File: src/stic_pkg.sv
`timescale 1ns / 1ps
// Shared types, sizes and codes for the sorted table block.
// Used by every module under src; depends on nothing else.
package stic_pkg;

    localparam int DEPTH   = 64;
    localparam int IDX_W   = $clog2(DEPTH);
    localparam int CNT_W   = $clog2(DEPTH + 1);
    localparam int DATA_W  = 32;
    localparam int STEP_W  = $clog2(DATA_W);
    localparam int FIELD_W = 7;

    localparam logic CMD_INSERT = 1'b0;
    localparam logic CMD_COUNT  = 1'b1;

    localparam logic [1:0] ST_OK       = 2'd0;
    localparam logic [1:0] ST_FULL     = 2'd1;
    localparam logic [1:0] ST_ZERO_DIV = 2'd2;

    typedef struct packed {
        logic                     command;
        logic signed [DATA_W-1:0] value;
        logic signed [DATA_W-1:0] divisor;
    } req_t;

    typedef struct packed {
        logic [FIELD_W-1:0] multiple_count;
        logic [FIELD_W-1:0] fill_level;
        logic [1:0]         status;
    } rsp_t;

    // Commands from the controller to the datapath.
    typedef struct packed {
        logic capture;
        logic ins_read;
        logic ins_shift;
        logic ins_place;
        logic cnt_read;
        logic div_start;
        logic cnt_next;
        logic result;
    } dp_cmd_t;

    // Status from the datapath to the controller.
    typedef struct packed {
        logic is_count;
        logic full;
        logic zero_div;
        logic idx_zero;
        logic idx_end;
        logic shift_needed;
        logic div_done;
    } dp_stat_t;

    // Counts wrap to the width of the result fields.
    function automatic logic [FIELD_W-1:0] fit_field(input logic [CNT_W-1:0] c);
        logic [CNT_W+FIELD_W-1:0] w;
        w = {{FIELD_W{1'b0}}, c};
        return w[FIELD_W-1:0];
    endfunction

endpackage

File: src/stic_remainder.sv
`timescale 1ns / 1ps
// Restoring remainder unit, one quotient bit per cycle.
// Depends on stic_pkg for the data width.
module stic_remainder
    import stic_pkg::*;
(
    input  logic              clk,
    input  logic              rst_n,
    input  logic              start,
    input  logic [DATA_W-1:0] dividend,
    input  logic [DATA_W-1:0] divisor,
    output logic              div_done,
    output logic              rem_zero
);

    logic [DATA_W-1:0] rem_reg;
    logic [DATA_W-1:0] rem_next;
    logic [DATA_W-1:0] quo_reg;
    logic [DATA_W-1:0] dvs_reg;
    logic [STEP_W-1:0] step_reg;
    logic              busy_reg;
    logic              done_reg;
    logic [DATA_W:0]   trial;
    logic [DATA_W:0]   diff;

    // The partial remainder stays below the divisor, so it fits in DATA_W bits.
    always_comb
    begin
        trial    = {rem_reg, quo_reg[DATA_W-1]};
        diff     = trial - {1'b0, dvs_reg};
        rem_next = (trial >= {1'b0, dvs_reg}) ? diff[DATA_W-1:0] : trial[DATA_W-1:0];
    end

    always_ff @(posedge clk or negedge rst_n)
    begin
        if (!rst_n)
        begin
            busy_reg <= 1'b0;
            done_reg <= 1'b0;
            step_reg <= '0;
        end
        else if (start)
        begin
            busy_reg <= 1'b1;
            done_reg <= 1'b0;
            step_reg <= '0;
        end
        else if (busy_reg)
        begin
            step_reg <= step_reg + 1'b1;
            if (step_reg == STEP_W'(DATA_W - 1))
            begin
                busy_reg <= 1'b0;
                done_reg <= 1'b1;
            end
        end
    end

    always_ff @(posedge clk)
    begin
        if (start)
        begin
            rem_reg <= '0;
            quo_reg <= dividend;
            dvs_reg <= divisor;
        end
        else if (busy_reg)
        begin
            rem_reg <= rem_next;
            quo_reg <= {quo_reg[DATA_W-2:0], 1'b0};
        end
    end

    assign div_done = done_reg;
    assign rem_zero = (rem_reg == '0);

endmodule

File: src/stic_datapath.sv
`timescale 1ns / 1ps
// Datapath: entry memory, index and fill counters, result register.
// Depends on stic_pkg and stic_remainder.
module stic_datapath
    import stic_pkg::*;
(
    input  logic     clk,
    input  logic     rst_n,
    input  req_t     req,
    input  dp_cmd_t  cmd,
    output dp_stat_t stat,
    output rsp_t     rsp
);

    logic [DATA_W-1:0]        mem [DEPTH];
    logic [DATA_W-1:0]        rdata_reg;
    logic                     command_reg;
    logic signed [DATA_W-1:0] value_reg;
    logic [DATA_W-1:0]        dmag_reg;
    logic [1:0]               status_reg;
    logic [1:0]               status_next;
    logic [CNT_W-1:0]         idx_reg;
    logic [CNT_W-1:0]         idx_next;
    logic [CNT_W-1:0]         fill_reg;
    logic [CNT_W-1:0]         fill_next;
    logic [CNT_W-1:0]         mcount_reg;
    logic [CNT_W-1:0]         mcount_next;
    logic [CNT_W-1:0]         idx_m1;
    rsp_t                     rsp_reg;
    logic [DATA_W-1:0]        div_u;
    logic [DATA_W-1:0]        dmag_next;
    logic [DATA_W-1:0]        entry_mag;
    logic [IDX_W-1:0]         raddr;
    logic                     we;
    logic [DATA_W-1:0]        wdata;
    logic                     div_done;
    logic                     rem_zero;

    assign idx_m1 = idx_reg - CNT_W'(1);
    assign div_u  = req.divisor;

    // Divisibility is judged on magnitudes.
    assign dmag_next = div_u[DATA_W-1] ? (DATA_W'(0) - div_u) : div_u;
    assign entry_mag = rdata_reg[DATA_W-1] ? (DATA_W'(0) - rdata_reg) : rdata_reg;

    always_comb
    begin
        status_next = ST_OK;
        if (req.command == CMD_INSERT && fill_reg == CNT_W'(DEPTH))
            status_next = ST_FULL;
        else if (req.command == CMD_COUNT && div_u == '0)
            status_next = ST_ZERO_DIV;
    end

    always_comb
    begin
        idx_next    = idx_reg;
        fill_next   = fill_reg;
        mcount_next = mcount_reg;
        if (cmd.capture)
        begin
            idx_next    = (req.command == CMD_INSERT) ? fill_reg : '0;
            mcount_next = '0;
        end
        if (cmd.ins_shift)
            idx_next = idx_m1;
        if (cmd.ins_place)
            fill_next = fill_reg + CNT_W'(1);
        if (cmd.cnt_next)
        begin
            idx_next = idx_reg + CNT_W'(1);
            if (rem_zero)
                mcount_next = mcount_reg + CNT_W'(1);
        end
    end

    always_ff @(posedge clk or negedge rst_n)
    begin
        if (!rst_n)
        begin
            idx_reg    <= '0;
            fill_reg   <= '0;
            mcount_reg <= '0;
        end
        else
        begin
            idx_reg    <= idx_next;
            fill_reg   <= fill_next;
            mcount_reg <= mcount_next;
        end
    end

    always_ff @(posedge clk)
    begin
        if (cmd.capture)
        begin
            command_reg <= req.command;
            value_reg   <= req.value;
            dmag_reg    <= dmag_next;
            status_reg  <= status_next;
        end
        if (cmd.result)
        begin
            rsp_reg.multiple_count <= fit_field(mcount_reg);
            rsp_reg.fill_level     <= fit_field(fill_reg);
            rsp_reg.status         <= status_reg;
        end
    end

    // Insert walks down from the end, moving each entry not below the new value up one slot.
    assign raddr = cmd.ins_read ? idx_m1[IDX_W-1:0] : idx_reg[IDX_W-1:0];
    assign we    = cmd.ins_shift | cmd.ins_place;
    assign wdata = cmd.ins_shift ? rdata_reg : value_reg;

    always_ff @(posedge clk)
    begin
        if (we)
            mem[idx_reg[IDX_W-1:0]] <= wdata;
        if (cmd.ins_read || cmd.cnt_read)
            rdata_reg <= mem[raddr];
    end

    stic_remainder u_remainder (
        .clk      (clk),
        .rst_n    (rst_n),
        .start    (cmd.div_start),
        .dividend (entry_mag),
        .divisor  (dmag_reg),
        .div_done (div_done),
        .rem_zero (rem_zero)
    );

    always_comb
    begin
        stat.is_count     = (command_reg == CMD_COUNT);
        stat.full         = (status_reg == ST_FULL);
        stat.zero_div     = (status_reg == ST_ZERO_DIV);
        stat.idx_zero     = (idx_reg == '0);
        stat.idx_end      = (idx_reg == fill_reg);
        stat.shift_needed = ($signed(rdata_reg) >= value_reg);
        stat.div_done     = div_done;
    end

    assign rsp = rsp_reg;

endmodule

File: src/stic_ctrl.sv
`timescale 1ns / 1ps
// Controller state machine: sequences insert and count walks, owns both handshakes.
// Depends on stic_pkg for the command and status structs.
module stic_ctrl
    import stic_pkg::*;
(
    input  logic     clk,
    input  logic     rst_n,
    input  logic     req_valid,
    output logic     req_ready,
    output logic     rsp_valid,
    input  logic     rsp_ready,
    input  dp_stat_t stat,
    output dp_cmd_t  cmd
);

    localparam logic [3:0] S_IDLE    = 4'd0;
    localparam logic [3:0] S_DECIDE  = 4'd1;
    localparam logic [3:0] S_INS_CHK = 4'd2;
    localparam logic [3:0] S_INS_CMP = 4'd3;
    localparam logic [3:0] S_CNT_CHK = 4'd4;
    localparam logic [3:0] S_CNT_DAT = 4'd5;
    localparam logic [3:0] S_DIV     = 4'd6;
    localparam logic [3:0] S_DONE    = 4'd7;

    logic [3:0] state_reg;
    logic [3:0] state_next;
    logic       rsp_valid_reg;
    logic       rsp_valid_next;

    assign req_ready = (state_reg == S_IDLE);
    assign rsp_valid = rsp_valid_reg;

    always_comb
    begin
        state_next = state_reg;
        cmd        = '0;
        case (state_reg)
            S_IDLE:
            begin
                if (req_valid)
                begin
                    cmd.capture = 1'b1;
                    state_next  = S_DECIDE;
                end
            end
            S_DECIDE:
            begin
                if (stat.full || stat.zero_div)
                    state_next = S_DONE;
                else if (stat.is_count)
                    state_next = S_CNT_CHK;
                else
                    state_next = S_INS_CHK;
            end
            S_INS_CHK:
            begin
                if (stat.idx_zero)
                begin
                    cmd.ins_place = 1'b1;
                    state_next    = S_DONE;
                end
                else
                begin
                    cmd.ins_read = 1'b1;
                    state_next   = S_INS_CMP;
                end
            end
            S_INS_CMP:
            begin
                if (stat.shift_needed)
                begin
                    cmd.ins_shift = 1'b1;
                    state_next    = S_INS_CHK;
                end
                else
                begin
                    cmd.ins_place = 1'b1;
                    state_next    = S_DONE;
                end
            end
            S_CNT_CHK:
            begin
                if (stat.idx_end)
                    state_next = S_DONE;
                else
                begin
                    cmd.cnt_read = 1'b1;
                    state_next   = S_CNT_DAT;
                end
            end
            S_CNT_DAT:
            begin
                cmd.div_start = 1'b1;
                state_next    = S_DIV;
            end
            S_DIV:
            begin
                if (stat.div_done)
                begin
                    cmd.cnt_next = 1'b1;
                    state_next   = S_CNT_CHK;
                end
            end
            S_DONE:
            begin
                // The result register is loaded only once the previous beat has left.
                if (!rsp_valid_reg || rsp_ready)
                begin
                    cmd.result = 1'b1;
                    state_next = S_IDLE;
                end
            end
            default:
            begin
                state_next = S_IDLE;
            end
        endcase
    end

    always_comb
    begin
        rsp_valid_next = rsp_valid_reg;
        if (cmd.result)
            rsp_valid_next = 1'b1;
        else if (rsp_ready)
            rsp_valid_next = 1'b0;
    end

    always_ff @(posedge clk or negedge rst_n)
    begin
        if (!rst_n)
        begin
            state_reg     <= S_IDLE;
            rsp_valid_reg <= 1'b0;
        end
        else
        begin
            state_reg     <= state_next;
            rsp_valid_reg <= rsp_valid_next;
        end
    end

endmodule

File: src/sorted_table_insert_count_multiples_core.sv
`timescale 1ns / 1ps
// Top level of the sorted table: ordered insert and count of multiples.
// Depends on stic_pkg, stic_ctrl, stic_datapath (and stic_remainder below it).
//
//   Channel  Handshake              Beat type  Carries
//   req      req_valid / req_ready  req_t      command, value, divisor
//   rsp      rsp_valid / rsp_ready  rsp_t      multiple_count, fill_level, status
//
// One command is worked at a time. An insert needs a memory read and a write for each
// entry that it moves up. A count takes per entry one read, one start and a run of the
// bit-serial remainder unit. Rejected inserts and zero divisors skip the table walk.
// Reset empties the table at once. A waiting result does not block the next request;
// only the final result load waits for rsp_ready.
module sorted_table_insert_count_multiples_core
    import stic_pkg::*;
(
    input  logic clk,
    input  logic rst_n,
    input  logic req_valid,
    output logic req_ready,
    input  req_t req,
    output logic rsp_valid,
    input  logic rsp_ready,
    output rsp_t rsp
);

    dp_cmd_t  cmd;
    dp_stat_t stat;

    stic_ctrl u_ctrl (
        .clk       (clk),
        .rst_n     (rst_n),
        .req_valid (req_valid),
        .req_ready (req_ready),
        .rsp_valid (rsp_valid),
        .rsp_ready (rsp_ready),
        .stat      (stat),
        .cmd       (cmd)
    );

    stic_datapath u_datapath (
        .clk   (clk),
        .rst_n (rst_n),
        .req   (req),
        .cmd   (cmd),
        .stat  (stat),
        .rsp   (rsp)
    );

endmodule
File: config.mk
export PLATFORM = sky130hd
export DESIGN_NAME = sorted_table_insert_count_multiples_core
export DESIGN_NICKNAME = d
export VERILOG_FILES = /design/src/stic_pkg.sv /design/src/stic_remainder.sv /design/src/stic_datapath.sv /design/src/stic_ctrl.sv /design/src/sorted_table_insert_count_multiples_core.sv
export SDC_FILE = /design/constraint.sdc
export NUM_CORES = 2
export LEC_CHECK = 0
export ABC_AREA = 0
export BUFFER_PORTS_ARGS = -buffer_cell sky130_fd_sc_hd__buf_4
export CAP_MARGIN = 20
export CORE_ASPECT_RATIO = 0.7
export CORE_MARGIN = 3
export CORE_UTILIZATION = 30
export DETAILED_ROUTE_END_ITERATION = 8
export PLACE_DENSITY = 0.51
export SYNTH_ARGS = -nofsm -noshare
export SYNTH_HDL_FRONTEND = slang
export SYNTH_SLANG_ARGS = --single-unit
export TNS_END_PERCENT = 30
File: constraint.sdc
create_clock -name clk -period 8.2 [get_ports clk]
set_clock_uncertainty 0.1 [all_clocks]
set_input_delay 0.82 -clock clk [delete_from_list [all_inputs] [get_ports clk]]
set_output_delay 0.82 -clock clk [all_outputs]
set_load 0.005 [all_outputs]
=== Yosys cells after proc, flatten, opt, wreduce, memory -nomap -nowiden ===
Memory sizes are Yosys's and may differ from the RTL's. A register that Yosys moved wholly into a read port is not among the register bits.
Cells that the tools add are included.
Widths: inputs -> output; s select.

* Muxes and demuxes: 52
* Reductions and logical operators: 16
* Magnitude comparators: 2
* Equal/unequal tests: 15
* Bitwise logic cells: 2
* $add $sub $neg: 8

{| class="wikitable"
|+ Operators by type and width
! operator !! count
|-
| $mux 32 || 5
|-
| $logic_not 32->1 || 2
|-
| $sub 1x32->32 const A || 2
|-
| $mux 7 || 7
|-
| $ge 33x32->1 || 1
|-
| $ge 32x32->1 || 1
|-
| $pmux 4 s8 || 1
|-
| $sub 32x32->32 || 1
|-
| $mux 31 || 1
|-
| $mux 1 || 25
|-
| $add 7x1->7 const B || 3
|-
| $eq 4x3->1 const B || 4
|-
| $mux 4 || 4
|-
| $mux 5 || 2
|-
| $mux 3 || 3
|-
| $eq 4x2->1 const B || 2
|-
| $eq 7x7->1 || 1
|-
| $eq 7x7->1 const B || 1
|-
| $logic_not 7->1 || 1
|-
| $sub 7x1->7 const B || 1
|-
| $mux 6 || 1
|-
| $reduce_bool 2->1 || 3
|-
| $add 5x1->5 const B || 1
|-
| $eq 5x5->1 const B || 1
|-
| other kinds (16) || 21
|}

* Memories kept: 1
* Word-level logic and storage cells: 115
* Flip-flop bits (word level): 212
* Output and inout port bits: 18
* Bits in writable memories: 2048

{| class="wikitable"
|+ Memory list
! name !! depth !! bits a word !! rd ports !! clocked after memory_dff !! write ports !! RTL line !! RTL
|-
| u_datapath.mem || 64 || 32 || 1 || 1 || 1 || stic_datapath.sv:15 || <nowiki>logic [DATA_W-1:0] mem [DEPTH];</nowiki>
|}

=== Logic depth before layout (Yosys ltp) ===
* Depth after elaboration: 6
* Gate-level depth with buffers: 15

=== Cells and area by module ===
A second synthesis with hierarchy kept.

* Cells, all modules: 7353
* Area, all modules: 109314.8 µm²

{| class="wikitable"
|+ By module, submodules not included
! module !! cells an instance !! instances !! seq. area each (µm²) !! area each (µm²)
|-
| stic_datapath || 6721 || 1 || 65477.8 || 102817.4
|-
| stic_remainder || 588 || 1 || 2737.6 || 6139.6
|-
| stic_ctrl || 44 || 1 || 100.1 || 357.8
|}

=== Worst setup path after synthesis ===
Ideal clock, no wire load.

* Path type: reg-to-reg
* Start: register u_datapath.rdata_reg[25], read port of u_datapath.mem
* End: memory u_datapath.mem[0][31] (data pin)
* Path buffers: 2
* Setup time: 0.702 ns
* Cell stages (with the launch flop): 12
* Setup slack: 2.214 ns
* Data arrival time: 5.184 ns
* Cell sequence: edfxtp_1 -> ha_1 -> a21o_1 -> a21o_1 -> a21oi_1 -> o22ai_1 -> a2111oi_1 -> and4_1 -> nor2_1 -> clkbuf_1 -> buf_1 -> o21ai_0

* Word-level cells in the longest chain between the ends: 4

{| class="wikitable"
|+ RTL lines
! what !! RTL line !! RTL
|-
| from (decl) || stic_datapath.sv:16 || <nowiki>logic [DATA_W-1:0] rdata_reg;</nowiki>
|-
| $ge 32x32->1 || stic_datapath.sv:140 || <nowiki>stat.shift_needed = ($signed(rdata_reg) >= value_reg);</nowiki>
|-
| $mux 1 || stic_ctrl.sv:71 || <nowiki>if (stat.shift_needed)</nowiki>
|-
| $mux 1 || stic_ctrl.sv:38 || <nowiki>case (state_reg)</nowiki>
|-
| $mux 32 || stic_datapath.sv:113 || <nowiki>assign wdata = cmd.ins_shift ? rdata_reg : value_reg;</nowiki>
|-
| named net u_datapath.wdata[31] || stic_datapath.sv:35 || <nowiki>logic [DATA_W-1:0] wdata;</nowiki>
|-
| to (decl) || stic_datapath.sv:15 ||
|}

The timed path passes the listed nets, and every way through them passes these cells.

=== Worst setup path in the final report ===
* Start: register u_datapath.idx_reg[3]
* End: register u_datapath.rdata_reg[30], read port of u_datapath.mem (data pin)

* Word-level cells in the longest chain between the ends: 4
* Elaborated cells between the ends (all ways): 9
* Those cells by class: 1 x add/sub; 1 x eq/ne; 5 x mux; 2 x reduce/logical

{| class="wikitable"
|+ RTL lines
! what !! RTL line !! RTL
|-
| from (decl) || stic_datapath.sv:22 || <nowiki>logic [CNT_W-1:0] idx_reg;</nowiki>
|-
| from (signal assigned) || stic_datapath.sv:87 || <nowiki>idx_reg <= idx_next;</nowiki>
|-
| branches (longest 4 deep; another with $sub 7x1->7) || n/a ||
|}

Parallel ways; which one is timed is not known.
A chain may end at the register's enable or synchronous reset.

==> impl_metrics.toml <==
[critical_path]
critPathCaptureType = "flip-flop"
cp_max_fo = 59
startpoint_type = "flip-flop"
cp.buffers_inverters = 2
crit_start = "u_datapath.idx_reg[3]"
cpPeakStageDelay_ns = 0.94
arrival_ns = 6.61
crit_family = "compound AO/OA/AOI/OAI gates"
critPathKind = "reg -> reg"
path_cells = "nor3_1 > a311oi_2 > mux2i_4 > buf_4 > buf_4 > mux2i_1 > a32oi_1 > nand4_1 > o21ai_0 > a22oi_1 > o21ai_0"
r2r-start = "u_datapath.idx_reg[3]"
worstPathRequired_ns = 8.66
regToRegSetupSlack_ns = 2.05
critPathSlowestCell = "a311oi_2"

[yosys]
synth_edf_count = 2227
syn_inst = 6950
yosys_warnings = 0
synthTopCellsByArea = "edfxtp_1 72%, nand2_1 7.5%, nand3_1 3.7%, mux2i_1 2.2%, a32oi_1 1.8%"
synth_ff_type = "edfxtp_1"
syn_nets = 7094
synthArstFlopShare = 0.0140
ys_types = 66
synth_top_cell_by_area = "edfxtp_1"
syn_avg_cell_area_um2 = 13.3
yosysSeqAreaShare = 0.738
synth_area_um2 = 92500
synth_seq_cells = 2291
synth.top_cell.area_share = 0.723

[layout]
final_util = 0.351
largest_reg_flops = 2048
layout_common_cells = "2227 x edfxtp_1, 1839 x nand2_1, 679 x nand3_1"
fin_nets = 7225
drive_gt1_frac = 0.104
final_cells = 11366
final_common_cell = "edfxtp_1"
area_delta_synth_final_pct = 15.5

[clocking]
cts_buffers = 220
ctsResizeCount = 0
clock_path_buffers = 4
cts_sinks = 2291
post_cts_buffers = 0
cts_root_buf = "clkbuf_16"
clkTransAtPathRegs_ns = 0.06
clk_latency_ns = 0.87
htreeDepth = 4
cts_tree = "built"

[sta]
max_slew_margin = 0.177
slew_viol_final = 0
finalSetupViolations = 0
final_hold_viol_count = 0
tightestPinTransition_ns = 1.22
fin_crit_sh = 0.750
period_minus_slack_ns = 6.15
tns_ns = 0
rsz0062_at_grt = "false"
fmax_ghz = 0.163

[min_path]
hold_path.class = "in -> reg"
min_from = "req[64]"

[pwr]
p_leak_nw = 35.0
power_density_nw_per_um2 = 354
vdd_drop_max_mv = 0.276

[floorplan]
initial_core_util = 0.303
core_area_um2 = 305000
die_height_um = 471
num_rows = 169
dieWidth_um = 670
ios = 87
dieArea_um2 = 315000

[placement]
dpl.hpwl_um = 162000
gp_congestion = 0.815
portBuffers = 86
dp_cells = 10924

[outcome]
status = "finished clean"

[drt]
wl_met3_um = 37900
num_vias = 59852
first_iter_violations = 7684
drtPass1Iterations = 8
wl_um = 299000
wl_per_cell_um = 26.3
wl_met1_um = 137000
maxUsedRoutingLayer = "met5"
viasPerCell = 5.27
drc = 0
ant_nets = 0
wl_met2_um = 118000

[run]
max_cap_violations = 0

[grt]
grt_pass1_vias = 56125
gr-total-overflow = 0
grt.total_usage = 0.183
grt_max_degree = 142
grt_pass1_wl_um = 421000
antenna_found_initial = 26
## cell usage after synthesis, types with 5 or more instances
master / n
edfxtp_1: 2227
nand2_1: 1839
nand3_1: 679
clkbuf_1: 343
o21ai_0: 206
mux2i_1: 200
a32oi_1: 191
nand4_1: 186
nor2_1: 157
inv_1: 91
ha_1: 74
a31oi_1: 69
a21oi_1: 65
xnor2_1: 57
xor2_1: 46
buf_1: 45
a311oi_1: 44
o41ai_1: 38
a22oi_1: 33
buf_2: 33
dfrtp_1: 32
dfxtp_1: 32
a21o_1: 25
nor4_1: 20
nor2b_1: 19
nor3_1: 19
o31ai_1: 19
nand2b_1: 18
o211ai_1: 14
a211oi_1: 11
and3_1: 11
o21a_1: 11
nand3b_1: 10
or4_1: 10
and2_1: 9
or3_1: 8
or2_2: 5
## area by class of cell
class | count | area (um^2)
tap | 4104 | 5130
inverter | 91 | 343
sequential | 2291 | 68300
fill | 29310 | 198000
clock inverter | 125 | 1090
antenna | 7 | 17.5
timing repair buffer | 330 | 2880
multi-input combinational | 4147 | 23300
clock buffer | 271 | 5770
## worst paths after layout
path                                                          end  cells past startpoint
worst max register to register           u_datapath.rdata_reg[30]                     11
worst min register to register  u_datapath.u_remainder.dvs_reg[5]                      0
min in group asynchronous                u_datapath.mcount_reg[3]                      2
worst max-delay path                     u_datapath.rdata_reg[30]                     11
worst min-delay path                       u_datapath.command_reg                      1
max in group asynchronous                   u_datapath.idx_reg[0]                      2
## kinds of logic after synthesis
kind of cell / synth area share
buf+inv: 0.0212
fa+ha+maj: 0.0102
simple gates: 0.141
mux: 0.0219
xor+xnor: 0.00975
compound gates: 0.0578
flops: 0.738
## what timing repair did
action / 4_1_cts / 5_1_grt
setup endpoints to repair: 0 / 0
hold endpoints to repair: 61 / 0
hold buffers: 30 / 0
## worst reg2reg max path: stages, from the launching register on
cell and delay, ns:
dfrtp_1 0.83, nor3_1 0.23, a311oi_2 0.94, mux2i_4 0.93
buf_4 0.60, buf_4 0.69, mux2i_1 0.28, a32oi_1 0.07
nand4_1 0.16, o21ai_0 0.24, a22oi_1 0.56, o21ai_0 0.23
## per-stage QoR
| stage | worst slack (ns) | power, mW | instance area [um^2] | hold slack [ns] |
|---|---|---|---|---|
| 6_report | 2.05 | 37.8 | 107000 | 0.0862 |
| 5_1_grt | 1.65 | 39.4 | 107000 | 0.0480 |
| 4_1_cts | 2.07 | 37.6 | 107000 | 0.0259 |
| 3_5_place_dp | 2.10 | 27.7 | 99600 | 0.305 |
| 3_3_place_gp | 1.96 | 27.5 | 99400 | 0.302 |
| 2_1_floorplan | 2.21 | 21.6 | 92500 | 0.300 |
## where the power goes
part,internal [mW],switching (mW)
Sequential,13.9,0.593
Combinational,3.46,9.86
Clock,5.55,4.44
## metal layers
layer	track usage	vias up
met5	0	-
met4	0.0361	4
met3	0.0694	337
met2	0.247	2784
met1	0.276	30566
li1	-	26161
Power figures use the tool's default switching activity.
